File: config.mk
export PLATFORM = sky130hd
export DESIGN_NAME = hdlc_frame_receiver
export DESIGN_NICKNAME = d
export VERILOG_FILES = /design/src/hdl/hfr_pkg.sv /design/src/hdl/hdlc_frame_receiver.sv /design/src/hdl/hfr_sym_seq.sv /design/src/hdl/hfr_deframer.sv /design/src/hdl/hfr_result_fifo.sv
export VERILOG_INCLUDE_DIRS = /design/src /design/src/hdl
export SDC_FILE = /design/constraint.sdc
export NUM_CORES = 1
export LEC_CHECK = 0
export BUFFER_PORTS_ARGS = -buffer_cell sky130_fd_sc_hd__buf_2
export CAP_MARGIN = 20
export CORE_MARGIN = 1
export CORE_UTILIZATION = 55
export CTS_CLUSTER_DIAMETER = 200
export CTS_CLUSTER_SIZE = 30
export DETAILED_ROUTE_END_ITERATION = 7
export GPL_TIMING_DRIVEN = 0
export PLACE_DENSITY = 0.83
export SETUP_SLACK_MARGIN = 0.5
export SLEW_MARGIN = 20
export SYNTH_ARGS = -nofsm -noshare
export SYNTH_HDL_FRONTEND = slang
export SYNTH_SLANG_ARGS = --single-unit
File: constraint.sdc
create_clock -name aclk -period 15.3 [get_ports aclk]
set_input_delay 1.53 -clock aclk [delete_from_list [all_inputs] [get_ports aclk]]
set_output_delay 1.53 -clock aclk [all_outputs]
set_load 0.02 [all_outputs]
File: src/hdl/hdlc_frame_receiver_macros.svh
// Assertion helpers shared by the symbol sequencer and the result queue.
// Define ASSERT_OFF to compile the checks out.
`ifndef HDLC_FRAME_RECEIVER_MACROS_SVH
`define HDLC_FRAME_RECEIVER_MACROS_SVH

`ifndef ASSERT_OFF

// Same-cycle implication, disabled while reset is asserted
`define HFR_ASSERT_IMP(lbl, clk, rst_n, ante, cons) \
    lbl: assert property (@(posedge clk) disable iff (!rst_n) (ante) |-> (cons)) \
        else $error("same-cycle check failed");

// Next-cycle implication, disabled while reset is asserted
`define HFR_ASSERT_NXT(lbl, clk, rst_n, ante, cons) \
    lbl: assert property (@(posedge clk) disable iff (!rst_n) (ante) |=> (cons)) \
        else $error("next-cycle check failed");

`else

`define HFR_ASSERT_IMP(lbl, clk, rst_n, ante, cons)
`define HFR_ASSERT_NXT(lbl, clk, rst_n, ante, cons)

`endif

`endif

File: src/hdl/hfr_pkg.sv
`default_nettype none

package hfr_pkg;

    // Defaults and widths
    localparam int LENGTH_BITS_DEF = 10;
    localparam int CFG_IDX_W       = 1;
    localparam int CFG_DATA_W      = 10;
    localparam int WIN_W           = 16;
    localparam int WCNT_W          = 4;
    localparam int CMP_W           = 17;
    localparam int RES_MAX         = 3;
    localparam int RES_FIFO_DEPTH  = 4;

    // Register indexes
    localparam logic [CFG_IDX_W-1:0] CFG_FLAG_PATTERN    = 1'b0;
    localparam logic [CFG_IDX_W-1:0] CFG_MAX_FRAME_BYTES = 1'b1;

    // Reset values
    localparam logic [7:0]       FLAG_RESET      = 8'h7E;
    localparam logic [9:0]       MAX_FRAME_RESET = 10'd512;
    localparam logic [WIN_W-1:0] WINDOW_RESET    = 16'hFFFF;
    localparam logic [15:0]      CRC_INIT        = 16'hFFFF;
    localparam logic [15:0]      CRC_POLY        = 16'h8408;

    typedef enum logic [1:0] {
        SYM_ZERO,
        SYM_ONE,
        SYM_FLAG
    } sym_t;

    typedef enum logic [1:0] {
        MODE_HUNT,
        MODE_SKIP,
        MODE_DATA
    } rx_mode_t;

    typedef enum logic {
        SEQ_IDLE,
        SEQ_SCAN
    } seq_state_t;

    typedef enum logic [2:0] {
        ST_GOOD,
        ST_CRC_BAD,
        ST_FLAG_MID,
        ST_SIX_ONES,
        ST_TOO_LONG
    } frame_status_t;

    // One decided symbol, sequencer to deframer
    typedef struct packed {
        logic valid;
        sym_t sym;
    } sym_step_t;

    typedef struct packed {
        logic [7:0] data_byte;
        logic       frame_end;
        logic [2:0] frame_status;
    } result_t;

    // Up to two results written per symbol step
    typedef struct packed {
        logic [1:0] count;
        result_t    first;
        result_t    second;
    } push_t;

endpackage

`default_nettype wire

File: src/hdl/hdlc_frame_receiver.sv
// An item is taken while the sequencer is idle, then decided one symbol per
// cycle while the queue has room (a flag consumes eight bits in a single step);
// results reach m_valid in the cycle after the symbol that produces them.
// A new item is taken only once fewer than eight window bits remain undecided;
// a full result queue stalls decoding until m_ready drains it.
// Reset (aresetn, synchronous, active low): window all ones, flag hunt, queue empty.
`default_nettype none

module hdlc_frame_receiver #(
    parameter int LENGTH_BITS = hfr_pkg::LENGTH_BITS_DEF
) (
    input  wire logic                           aclk,
    input  wire logic                           aresetn,
    input  wire logic                           s_valid,
    output logic                                s_ready,
    input  wire logic [7:0]                     s_demod_byte,
    output logic                                m_valid,
    input  wire logic                           m_ready,
    output logic [7:0]                          m_data_byte,
    output logic                                m_frame_end,
    output logic [2:0]                          m_frame_status,
    input  wire logic                           cfg_valid,
    output logic                                cfg_ready,
    input  wire logic [hfr_pkg::CFG_IDX_W-1:0]  cfg_index,
    input  wire logic [hfr_pkg::CFG_DATA_W-1:0] cfg_data
);

    logic [7:0]          flag_pattern_reg;
    logic [9:0]          max_frame_bytes_reg;
    logic                room;
    logic                item_start;
    hfr_pkg::sym_step_t  sym_step;
    hfr_pkg::push_t      push;
    hfr_pkg::result_t    m_result;

    assign cfg_ready  = 1'b1;
    assign item_start = s_valid && s_ready;

    // Configuration registers
    always_ff @(posedge aclk) begin
        if (!aresetn) begin
            flag_pattern_reg    <= hfr_pkg::FLAG_RESET;
            max_frame_bytes_reg <= hfr_pkg::MAX_FRAME_RESET;
        end else if (cfg_valid && cfg_ready) begin
            unique case (cfg_index)
                hfr_pkg::CFG_FLAG_PATTERN:    flag_pattern_reg    <= cfg_data[7:0];
                hfr_pkg::CFG_MAX_FRAME_BYTES: max_frame_bytes_reg <= cfg_data[9:0];
                default: ;
            endcase
        end
    end

    hfr_sym_seq u_seq (
        .aclk         (aclk),
        .aresetn      (aresetn),
        .s_valid      (s_valid),
        .s_ready      (s_ready),
        .demod_byte   (s_demod_byte),
        .flag_pattern (flag_pattern_reg),
        .step_en      (room),
        .sym_out      (sym_step)
    );

    hfr_deframer #(
        .LENGTH_BITS (LENGTH_BITS)
    ) u_deframer (
        .aclk            (aclk),
        .aresetn         (aresetn),
        .item_start      (item_start),
        .sym_in          (sym_step),
        .max_frame_bytes (max_frame_bytes_reg),
        .push            (push)
    );

    hfr_result_fifo u_fifo (
        .aclk     (aclk),
        .aresetn  (aresetn),
        .push     (push),
        .room     (room),
        .m_valid  (m_valid),
        .m_ready  (m_ready),
        .m_result (m_result)
    );

    // Result fields
    assign m_data_byte    = m_result.data_byte;
    assign m_frame_end    = m_result.frame_end;
    assign m_frame_status = m_result.frame_status;

endmodule

`default_nettype wire

File: src/hdl/hfr_sym_seq.sv
`default_nettype none

`include "hdlc_frame_receiver_macros.svh"

// Bit window and symbol sequencer: one symbol decided per cycle while step_en is high
module hfr_sym_seq (
    input  wire logic              aclk,
    input  wire logic              aresetn,
    input  wire logic              s_valid,
    output logic                   s_ready,
    input  wire logic [7:0]        demod_byte,
    input  wire logic [7:0]        flag_pattern,
    input  wire logic              step_en,
    output hfr_pkg::sym_step_t     sym_out
);

    hfr_pkg::seq_state_t              state_reg, state_next;
    logic [hfr_pkg::WIN_W-1:0]        window_reg, window_next;
    logic [hfr_pkg::WCNT_W-1:0]       count_reg, count_next;
    logic [hfr_pkg::WCNT_W-1:0]       count_after;
    logic [hfr_pkg::WIN_W-1:0]        window_after;
    logic                             accept;
    logic                             do_step;
    logic                             is_flag;
    hfr_pkg::sym_t                    sym;

    assign accept = s_valid && s_ready;

    // Symbol decision on the low window byte
    always_comb begin
        is_flag = (window_reg[7:0] == flag_pattern);
        if (is_flag) begin
            sym          = hfr_pkg::SYM_FLAG;
            window_after = window_reg >> 8;
            count_after  = count_reg - hfr_pkg::WCNT_W'(8);
        end else begin
            sym          = window_reg[0] ? hfr_pkg::SYM_ONE : hfr_pkg::SYM_ZERO;
            window_after = window_reg >> 1;
            count_after  = count_reg - hfr_pkg::WCNT_W'(1);
        end
    end

    // Next state
    always_comb begin
        state_next = state_reg;
        unique case (state_reg)
            hfr_pkg::SEQ_IDLE: begin
                if (accept) state_next = hfr_pkg::SEQ_SCAN;
            end
            hfr_pkg::SEQ_SCAN: begin
                if (step_en && (count_after < hfr_pkg::WCNT_W'(8))) begin
                    state_next = hfr_pkg::SEQ_IDLE;
                end
            end
            default: state_next = hfr_pkg::SEQ_IDLE;
        endcase
    end

    // Outputs
    always_comb begin
        s_ready       = (state_reg == hfr_pkg::SEQ_IDLE);
        do_step       = (state_reg == hfr_pkg::SEQ_SCAN) && step_en;
        sym_out.valid = do_step;
        sym_out.sym   = sym;
    end

    // Window load and shift
    always_comb begin
        window_next = window_reg;
        count_next  = count_reg;
        if (accept) begin
            window_next = window_reg | (hfr_pkg::WIN_W'(demod_byte) << count_reg[2:0]);
            count_next  = count_reg + hfr_pkg::WCNT_W'(8);
        end else if (do_step) begin
            window_next = window_after;
            count_next  = count_after;
        end
    end

    always_ff @(posedge aclk) begin
        if (!aresetn) begin
            state_reg  <= hfr_pkg::SEQ_IDLE;
            window_reg <= hfr_pkg::WINDOW_RESET;
            count_reg  <= '0;
        end else begin
            state_reg  <= state_next;
            window_reg <= window_next;
            count_reg  <= count_next;
        end
    end

    `HFR_ASSERT_NXT(a_accept_scans, aclk, aresetn, accept, state_reg == hfr_pkg::SEQ_SCAN)
    `HFR_ASSERT_IMP(a_scan_full, aclk, aresetn, state_reg == hfr_pkg::SEQ_SCAN, count_reg >= hfr_pkg::WCNT_W'(8))
    `HFR_ASSERT_IMP(a_idle_short, aclk, aresetn, state_reg == hfr_pkg::SEQ_IDLE, count_reg < hfr_pkg::WCNT_W'(8))

endmodule

`default_nettype wire

File: src/hdl/hfr_deframer.sv
`default_nettype none

// Frame state machine: stuffing, octet assembly, CRC and aborts per symbol
module hfr_deframer #(
    parameter int LENGTH_BITS = hfr_pkg::LENGTH_BITS_DEF
) (
    input  wire logic                  aclk,
    input  wire logic                  aresetn,
    input  wire logic                  item_start,
    input  wire hfr_pkg::sym_step_t    sym_in,
    input  wire logic [9:0]            max_frame_bytes,
    output hfr_pkg::push_t             push
);

    localparam logic [LENGTH_BITS-1:0] LEN_MAX = '1;

    hfr_pkg::rx_mode_t        mode_reg, mode_next;
    logic                     pend_reg, pend_next;
    logic [2:0]               ones_reg, ones_next;
    logic [7:0]               shift_reg, shift_next;
    logic [2:0]               idx_reg, idx_next;
    logic [LENGTH_BITS-1:0]   len_reg, len_next;
    logic [15:0]              crc_reg, crc_next;
    logic [15:0]              fcs_reg, fcs_next;
    logic [1:0]               res_cnt_reg, res_cnt_next;

    // Reflected CRC-16-CCITT over one byte
    function automatic logic [15:0] crc_byte(input logic [15:0] crc, input logic [7:0] d);
        logic [15:0] c;
        c = crc ^ {8'h00, d};
        for (int k = 0; k < 8; k++) begin
            c = c[0] ? ((c >> 1) ^ hfr_pkg::CRC_POLY) : (c >> 1);
        end
        return c;
    endfunction

    function automatic hfr_pkg::result_t mk_end(input hfr_pkg::frame_status_t st);
        hfr_pkg::result_t r;
        r.data_byte    = 8'h00;
        r.frame_end    = 1'b1;
        r.frame_status = st;
        return r;
    endfunction

    // Symbol step
    always_comb begin
        logic              run_data;
        logic              done;
        logic              is_flag;
        logic              is_zero;
        logic              b_pend;
        logic [2:0]        b_ones;
        logic [7:0]        b_shift;
        logic [2:0]        b_idx;
        logic [LENGTH_BITS-1:0] b_len;
        logic [15:0]       b_crc;
        logic [15:0]       b_fcs;
        logic [15:0]       rx;
        logic [1:0]        raw_n;
        logic [1:0]        avail;
        hfr_pkg::result_t  e0;
        hfr_pkg::result_t  e1;
        hfr_pkg::result_t  abort_res;

        mode_next  = mode_reg;
        pend_next  = pend_reg;
        ones_next  = ones_reg;
        shift_next = shift_reg;
        idx_next   = idx_reg;
        len_next   = len_reg;
        crc_next   = crc_reg;
        fcs_next   = fcs_reg;
        run_data   = 1'b0;
        done       = 1'b0;
        raw_n      = 2'd0;
        e0         = '0;
        e1         = '0;
        abort_res  = '0;
        rx         = '0;
        is_flag    = (sym_in.sym == hfr_pkg::SYM_FLAG);
        is_zero    = (sym_in.sym == hfr_pkg::SYM_ZERO);

        // Leaving flag skip starts a fresh frame
        if (mode_reg == hfr_pkg::MODE_SKIP) begin
            b_pend  = 1'b0;
            b_ones  = 3'd0;
            b_shift = 8'h00;
            b_idx   = 3'd0;
            b_len   = '0;
            b_crc   = hfr_pkg::CRC_INIT;
            b_fcs   = 16'h0000;
        end else begin
            b_pend  = pend_reg;
            b_ones  = ones_reg;
            b_shift = shift_reg;
            b_idx   = idx_reg;
            b_len   = len_reg;
            b_crc   = crc_reg;
            b_fcs   = fcs_reg;
        end

        if (sym_in.valid) begin
            unique case (mode_reg)
                hfr_pkg::MODE_HUNT: begin
                    if (is_flag) mode_next = hfr_pkg::MODE_SKIP;
                end
                hfr_pkg::MODE_SKIP: begin
                    if (!is_flag) begin
                        mode_next = hfr_pkg::MODE_DATA;
                        run_data  = 1'b1;
                    end
                end
                hfr_pkg::MODE_DATA: run_data = 1'b1;
                default: mode_next = hfr_pkg::MODE_HUNT;
            endcase
        end

        if (run_data) begin
            pend_next  = b_pend;
            ones_next  = b_ones;
            shift_next = b_shift;
            idx_next   = b_idx;
            len_next   = b_len;
            crc_next   = b_crc;
            fcs_next   = b_fcs;
            if (b_ones == 3'd5) begin
                // stuffed zero expected after five ones
                if (!is_zero) begin
                    e0        = mk_end(hfr_pkg::ST_SIX_ONES);
                    raw_n     = 2'd1;
                    mode_next = hfr_pkg::MODE_HUNT;
                end else begin
                    ones_next = 3'd0;
                end
            end else begin
                // completed octet goes out once the next symbol is seen
                if (b_pend) begin
                    pend_next       = 1'b0;
                    e0.data_byte    = b_shift;
                    e0.frame_end    = 1'b0;
                    e0.frame_status = hfr_pkg::ST_GOOD;
                    raw_n           = 2'd1;
                    if (b_len >= LENGTH_BITS'(2)) crc_next = crc_byte(b_crc, b_fcs[15:8]);
                    fcs_next = {b_fcs[7:0], b_shift};
                    if (b_len != LEN_MAX) len_next = b_len + LENGTH_BITS'(1);
                    if (is_flag) begin
                        // closing flag: check FCS
                        rx = {~fcs_next[7:0], ~fcs_next[15:8]};
                        if ((len_next >= LENGTH_BITS'(3)) && (rx == crc_next)) begin
                            e1 = mk_end(hfr_pkg::ST_GOOD);
                        end else begin
                            e1 = mk_end(hfr_pkg::ST_CRC_BAD);
                        end
                        raw_n     = 2'd2;
                        mode_next = hfr_pkg::MODE_SKIP;
                        done      = 1'b1;
                    end
                end
                if (!done) begin
                    if ((b_idx == 3'd0) &&
                        (hfr_pkg::CMP_W'(len_next) > hfr_pkg::CMP_W'(max_frame_bytes))) begin
                        abort_res = mk_end(hfr_pkg::ST_TOO_LONG);
                        mode_next = hfr_pkg::MODE_HUNT;
                        done      = 1'b1;
                    end else begin
                        shift_next = {!is_zero, b_shift[7:1]};
                        ones_next  = is_zero ? 3'd0 : (b_ones + 3'd1);
                        if (is_flag) begin
                            abort_res = mk_end(hfr_pkg::ST_FLAG_MID);
                            mode_next = hfr_pkg::MODE_SKIP;
                            done      = 1'b1;
                        end else begin
                            idx_next = b_idx + 3'd1;
                            if (idx_next == 3'd0) pend_next = 1'b1;
                        end
                    end
                    // abort result follows any octet already emitted
                    if (done) begin
                        if (raw_n == 2'd0) e0 = abort_res;
                        else e1 = abort_res;
                        raw_n = raw_n + 2'd1;
                    end
                end
            end
        end

        // Per-item result cap
        avail       = 2'(hfr_pkg::RES_MAX) - res_cnt_reg;
        push.count  = (raw_n > avail) ? avail : raw_n;
        push.first  = e0;
        push.second = e1;
        res_cnt_next = item_start ? 2'd0 : (res_cnt_reg + push.count);
    end

    always_ff @(posedge aclk) begin
        if (!aresetn) begin
            mode_reg    <= hfr_pkg::MODE_HUNT;
            pend_reg    <= 1'b0;
            ones_reg    <= 3'd0;
            shift_reg   <= 8'h00;
            idx_reg     <= 3'd0;
            len_reg     <= '0;
            crc_reg     <= hfr_pkg::CRC_INIT;
            fcs_reg     <= 16'h0000;
            res_cnt_reg <= 2'd0;
        end else begin
            mode_reg    <= mode_next;
            pend_reg    <= pend_next;
            ones_reg    <= ones_next;
            shift_reg   <= shift_next;
            idx_reg     <= idx_next;
            len_reg     <= len_next;
            crc_reg     <= crc_next;
            fcs_reg     <= fcs_next;
            res_cnt_reg <= res_cnt_next;
        end
    end

endmodule

`default_nettype wire

File: src/hdl/hfr_result_fifo.sv
`default_nettype none

`include "hdlc_frame_receiver_macros.svh"

// Small result queue: up to two writes and one read per cycle
module hfr_result_fifo (
    input  wire logic                aclk,
    input  wire logic                aresetn,
    input  wire hfr_pkg::push_t      push,
    output logic                     room,
    output logic                     m_valid,
    input  wire logic                m_ready,
    output hfr_pkg::result_t         m_result
);

    localparam int DEPTH = hfr_pkg::RES_FIFO_DEPTH;
    localparam int PTR_W = $clog2(DEPTH);
    localparam int CNT_W = $clog2(DEPTH + 1);

    hfr_pkg::result_t     mem [DEPTH];
    logic [PTR_W-1:0]     wr_ptr_reg, wr_ptr_next;
    logic [PTR_W-1:0]     rd_ptr_reg, rd_ptr_next;
    logic [CNT_W-1:0]     count_reg, count_next;
    logic                 pop;

    // Status and read side
    always_comb begin
        m_valid  = (count_reg != '0);
        room     = (count_reg <= CNT_W'(DEPTH - 2));
        m_result = mem[rd_ptr_reg];
        pop      = m_valid && m_ready;
    end

    // Pointer and fill updates
    always_comb begin
        wr_ptr_next = wr_ptr_reg + PTR_W'(push.count);
        rd_ptr_next = pop ? (rd_ptr_reg + PTR_W'(1)) : rd_ptr_reg;
        count_next  = count_reg + CNT_W'(push.count) - CNT_W'(pop);
    end

    // Entry writes
    always_ff @(posedge aclk) begin
        if (push.count != 2'd0) mem[wr_ptr_reg] <= push.first;
        if (push.count == 2'd2) mem[PTR_W'(wr_ptr_reg + PTR_W'(1))] <= push.second;
    end

    always_ff @(posedge aclk) begin
        if (!aresetn) begin
            wr_ptr_reg <= '0;
            rd_ptr_reg <= '0;
            count_reg  <= '0;
        end else begin
            wr_ptr_reg <= wr_ptr_next;
            rd_ptr_reg <= rd_ptr_next;
            count_reg  <= count_next;
        end
    end

    `HFR_ASSERT_IMP(a_fill_bound, aclk, aresetn, 1'b1, count_reg <= CNT_W'(DEPTH))
    `HFR_ASSERT_IMP(a_push_room, aclk, aresetn, push.count != 2'd0, count_reg <= CNT_W'(DEPTH - 2))
    `HFR_ASSERT_IMP(a_push_count, aclk, aresetn, 1'b1, push.count != 2'd3)

endmodule

`default_nettype wire

==> impl_metrics.csv <==
group,metric,value,unit
synthesis,netlist_area,0.00930,sq mm
route,drt-pass1-iter-count,5,
route,route.antenna.remaining_nets,0,
synthesis,synth_compound_gate_area_share,21.6,%
synthesis,synth.top_cell.area_share,30.4,%
power,cellLeakagePower,4.11,nW
sta,timing.max_slew.rel_slack,34.0,%
floorplanning,fp.dieW,132,microns
route,num_vias,8261,
setup_path,crit_path_max_incr_delay,0.66,ns
setup_path,cp_data_required_time,15.66,ns
finish,final_util,62.5,%
sta,period_needed,7.54,ns
hold_path,worstHoldStart,"max_frame_bytes_reg[8]$_SDFFE_PN0P_",
route,vias_per_cell,6.11,
hold_path,timing.hold.worst.class,"reg2reg",
floorplanning,top_level_ports,39,
placement,place.detailed.hpwl,17300,microns
global_route,grt_max_degree,17,
synthesis,synthFlopType,"sky130_fd_sc_hd__dfxtp_1",
cts,clock_tree.htree_level_count,4,
cts,cts_setup_buffers,0,
floorplanning,fp-row-count,47,
synthesis,synthesized_area_fraction_occupied_by_and_or_nand_nor_cells,18.7,%
global_route,grt_util_all_layers,28.8,%
synthesis,synth_top_family_by_area,"compound AO/OA/AOI/OAI gates",
hold_path,whs_path_depth,2,
synthesis,synth_most_common_cell,"sky130_fd_sc_hd__dfxtp_1",
setup_path,cpLargestDelayFamily,"compound AO/OA/AOI/OAI gates",
finish,largest_register_ffs,48,
synthesis,ys_seq_area_share,35.5,%
setup_path,worstPathBufferInverterCount,8,
global_route,gr-total-overflow,0,
synthesis,post_synth_mux_area_share,6.88,%
finish,regMostFlops,"u_fifo.mem",
cts,cts.clk_slew.worst_paths,0.07,ns
sta,tightest_slew,0.987,ns
synthesis,synth_enable_flop_cells,16,
synthesis,most_frequent_cells_after_synthesis,"sky130_fd_sc_hd__dfxtp_1, sky130_fd_sc_hd__nand2_1, sky130_fd_sc_hd__nor2_1",
cts,clock_buffer_count_from_cts,17,
setup_path,cp-start-kind,"flop",
global_route,number_of_global_route_vias_before_repair,8037,
floorplanning,initial_utilization,56.3,%
sta,tns,0,ns
finish,layout.nets,1175,
cts,clk_lat_worst_skew,0.44,ns
setup_path,r2r_end,"u_fifo.mem[0][11]$_SDFFE_PP0P_",
cts,clk_root_buffer_cell,"sky130_fd_sc_hd__clkbuf_16",
sta,finalSetupViolCount,0,
synthesis,synth_fp_nets,1120,
global_route,wire_length_of_the_first_global_routing_pass,40000,microns
finish,antenna_cells_inserted,0,
synthesis,synthDominantAreaCellType,"sky130_fd_sc_hd__dfxtp_1",
route,drt-total-wl,24400,microns
floorplanning,core_area,0.0165,sq mm
synthesis,syn_area_per_cell,8.75,sq um
sta,max_freq,0.133,GHz
setup_path,ff2ff_path_depth,25,
synthesis,synth_xor_area_share,7.15,%
synthesis,synthDistinctLibCells,87,
floorplanning,die_height,132,microns
hold_path,holdPathEnd,"max_frame_bytes_reg[8]$_SDFFE_PN0P_",
setup_path,crit_path_arrival_time,7.91,ns
cts,cts-root-to-sink-buffers,2,
power,power.density,109,mW/mm^2
sta,final_hold_viol_count,0,
global_route,antenna_violations_before_repair,0,
setup_path,critPathMaxFanout,10,
synthesis,synth_warn,0,
sta,finalClockSkew,0.0125,ns
sta,rsz_0062_raised_after_global_routing,"false",
floorplanning,die-area,0.0174,sq mm
power,peakVddDrop,94.9,uV
route,remaining_drc_errors,0,
sta,finalMaxSlewViolations,0,
synthesis,synth.top_cells.by_area,"sky130_fd_sc_hd__dfxtp_1, sky130_fd_sc_hd__nand2_1, sky130_fd_sc_hd__edfxtp_1",
cts,clock_sink_count,157,
status,status,"complete, no violations",
synthesis,async_reset_ff_share,0,%
synthesis,synth-seq-cells,157,
synthesis,yosys.area_share.adder,4.52,%
setup_path,setup.reg_to_reg.worst_slack,7.76,ns
flow_run,max-cap-violations,0,
cts,ctsResizeCount,0,
sta,final_min_period_over_clock_period,49.3,%
placement,finalWeightedCongestion,0.949,
route,drt_first_iter_violations,724,
placement,port_buffers,36,
route,routed_wire_length_per_instance,18.1,microns
setup_path,critPathCaptureType,"flop",
synthesis,netlist_instances,1063,
finish,area_growth,11.1,%
setup_path,standard_cell_with_the_maximum_stage_delay_on_the_critical_path,"sky130_fd_sc_hd__o21ai_0",
cts,cts_hold_buffers,0,
setup_path,setup.worst_path.class,"reg2reg",
cts,tritoncts,"yes",
finish,drive_above_1_share,12.1,%
setup_path,worstReg2RegStart,"u_deframer.mode_reg[1]$_SDFF_PN0_",
==> area by class of cell <==
| cell class | instances | area (sq um) |
|---|---|---|
| inverter | 57 | 214 |
| buffer | 68 | 303 |
| fill | 1373 | 6190 |
| tap | 220 | 275 |
| sequential | 157 | 3300 |
| timing repair buffer | 36 | 180 |
| clock inverter | 13 | 125 |
| multi-input combinational | 781 | 5480 |
| clock buffer | 19 | 453 |
==> logic make-up (layout without fill, tap and decap cells) <==
family | after synthesis | count (layout)
muxes | 48 | 48
AOI/OAI and AO/OA | 282 | 282
xor gates and xnor gates | 66 | 66
other | 1 | 1
DFF | 157 | 157
buffers and inverters | 125 | 193
adders and majority gates | 33 | 33
and+or+nand+nor | 351 | 351
==> power by group <==
group | leakage [nW] | total (mW) | internal [mW] | switching (mW)
sequential | 1.31 | 0.464 | 0.439 | 0.0242
clock | 0.282 | 0.419 | 0.223 | 0.196
combinational | 2.52 | 0.248 | 0.105 | 0.143
total | 4.11 | 1.13 | 0.767 | 0.363
==> how the worst max path moves through the flow <==
stage / startpoint / endpoint / slack [ns] / depth (start not counted)
floorplan: u_deframer.mode_reg[1]$_SDFF_PN0_ / u_fifo.count_reg[2]$_SDFF_PN0_ / 9.32 / 30
finish: u_deframer.mode_reg[1]$_SDFF_PN0_ / u_fifo.mem[0][11]$_SDFFE_PP0P_ / 7.76 / 25
CTS: u_deframer.mode_reg[1]$_SDFF_PN0_ / u_fifo.count_reg[2]$_SDFF_PN0_ / 8.02 / 27
global route: u_deframer.mode_reg[1]$_SDFF_PN0_ / u_fifo.mem[0][5]$_SDFFE_PP0P_ / 7.36 / 25
global placement: u_deframer.mode_reg[0]$_SDFF_PN0_ / u_fifo.count_reg[2]$_SDFF_PN0_ / 8.26 / 26
detailed placement: u_deframer.mode_reg[1]$_SDFF_PN0_ / u_fifo.count_reg[2]$_SDFF_PN0_ / 8.13 / 27
==> per-layer routing <==
metal | wire length [microns] | track usage (%)
met1 | 10400 | 36.8
met2 | 11500 | 47.7
met3 | 1930 | 5.73
met4 | 550 | 11.2
met5 | 0 | 0
==> worst register-to-register path: cells and delay by family (launching register included) <==
family,cells,cell delay [ns]
DFF,1,0.35
adders and majority gates,3,0.98
and+or+nand+nor,5,0.55
AOI/OAI and AO/OA,9,2.81
buffers and inverters,8,2.76
==> placed cells by master, fill, tap and decap left out, drive strengths merged, types with 6 or more instances in the layout <==
cell type / instances
clkinv: 8
nor2b: 43
nand4: 10
inv: 61
mux2: 7
and3: 7
o22ai: 40
nor3: 11
o21ai: 58
dfxtp: 141
o2111ai: 14
a21o: 13
clkbuf: 65
xnor2: 42
a221oi: 6
a31oi: 6
xor2: 20
buf: 58
a21oi: 41
a22oi: 23
or3: 6
nand2: 140
o211ai: 14
nand3: 27
mux2i: 29
ha: 32
a21boi: 21
edfxtp: 16
o32ai: 7
and2: 19
nor2: 62
mux4: 12
==> through the flow <==
step	cell area, sq um	hold slack, ns	worst slack (ns)	std cells	power, mW
after detailed placement	9750	0.459	8.13	1319	0.718
after floorplan	9300	0.435	9.32	1063	0.651
after global placement	9750	0.452	8.26	1319	0.713
after global routing	10300	0.489	7.36	1351	1.17
final	10300	0.465	7.76	1351	1.13
after CTS	10300	0.468	8.02	1351	1.13
Power figures use the tool's default switching activity.
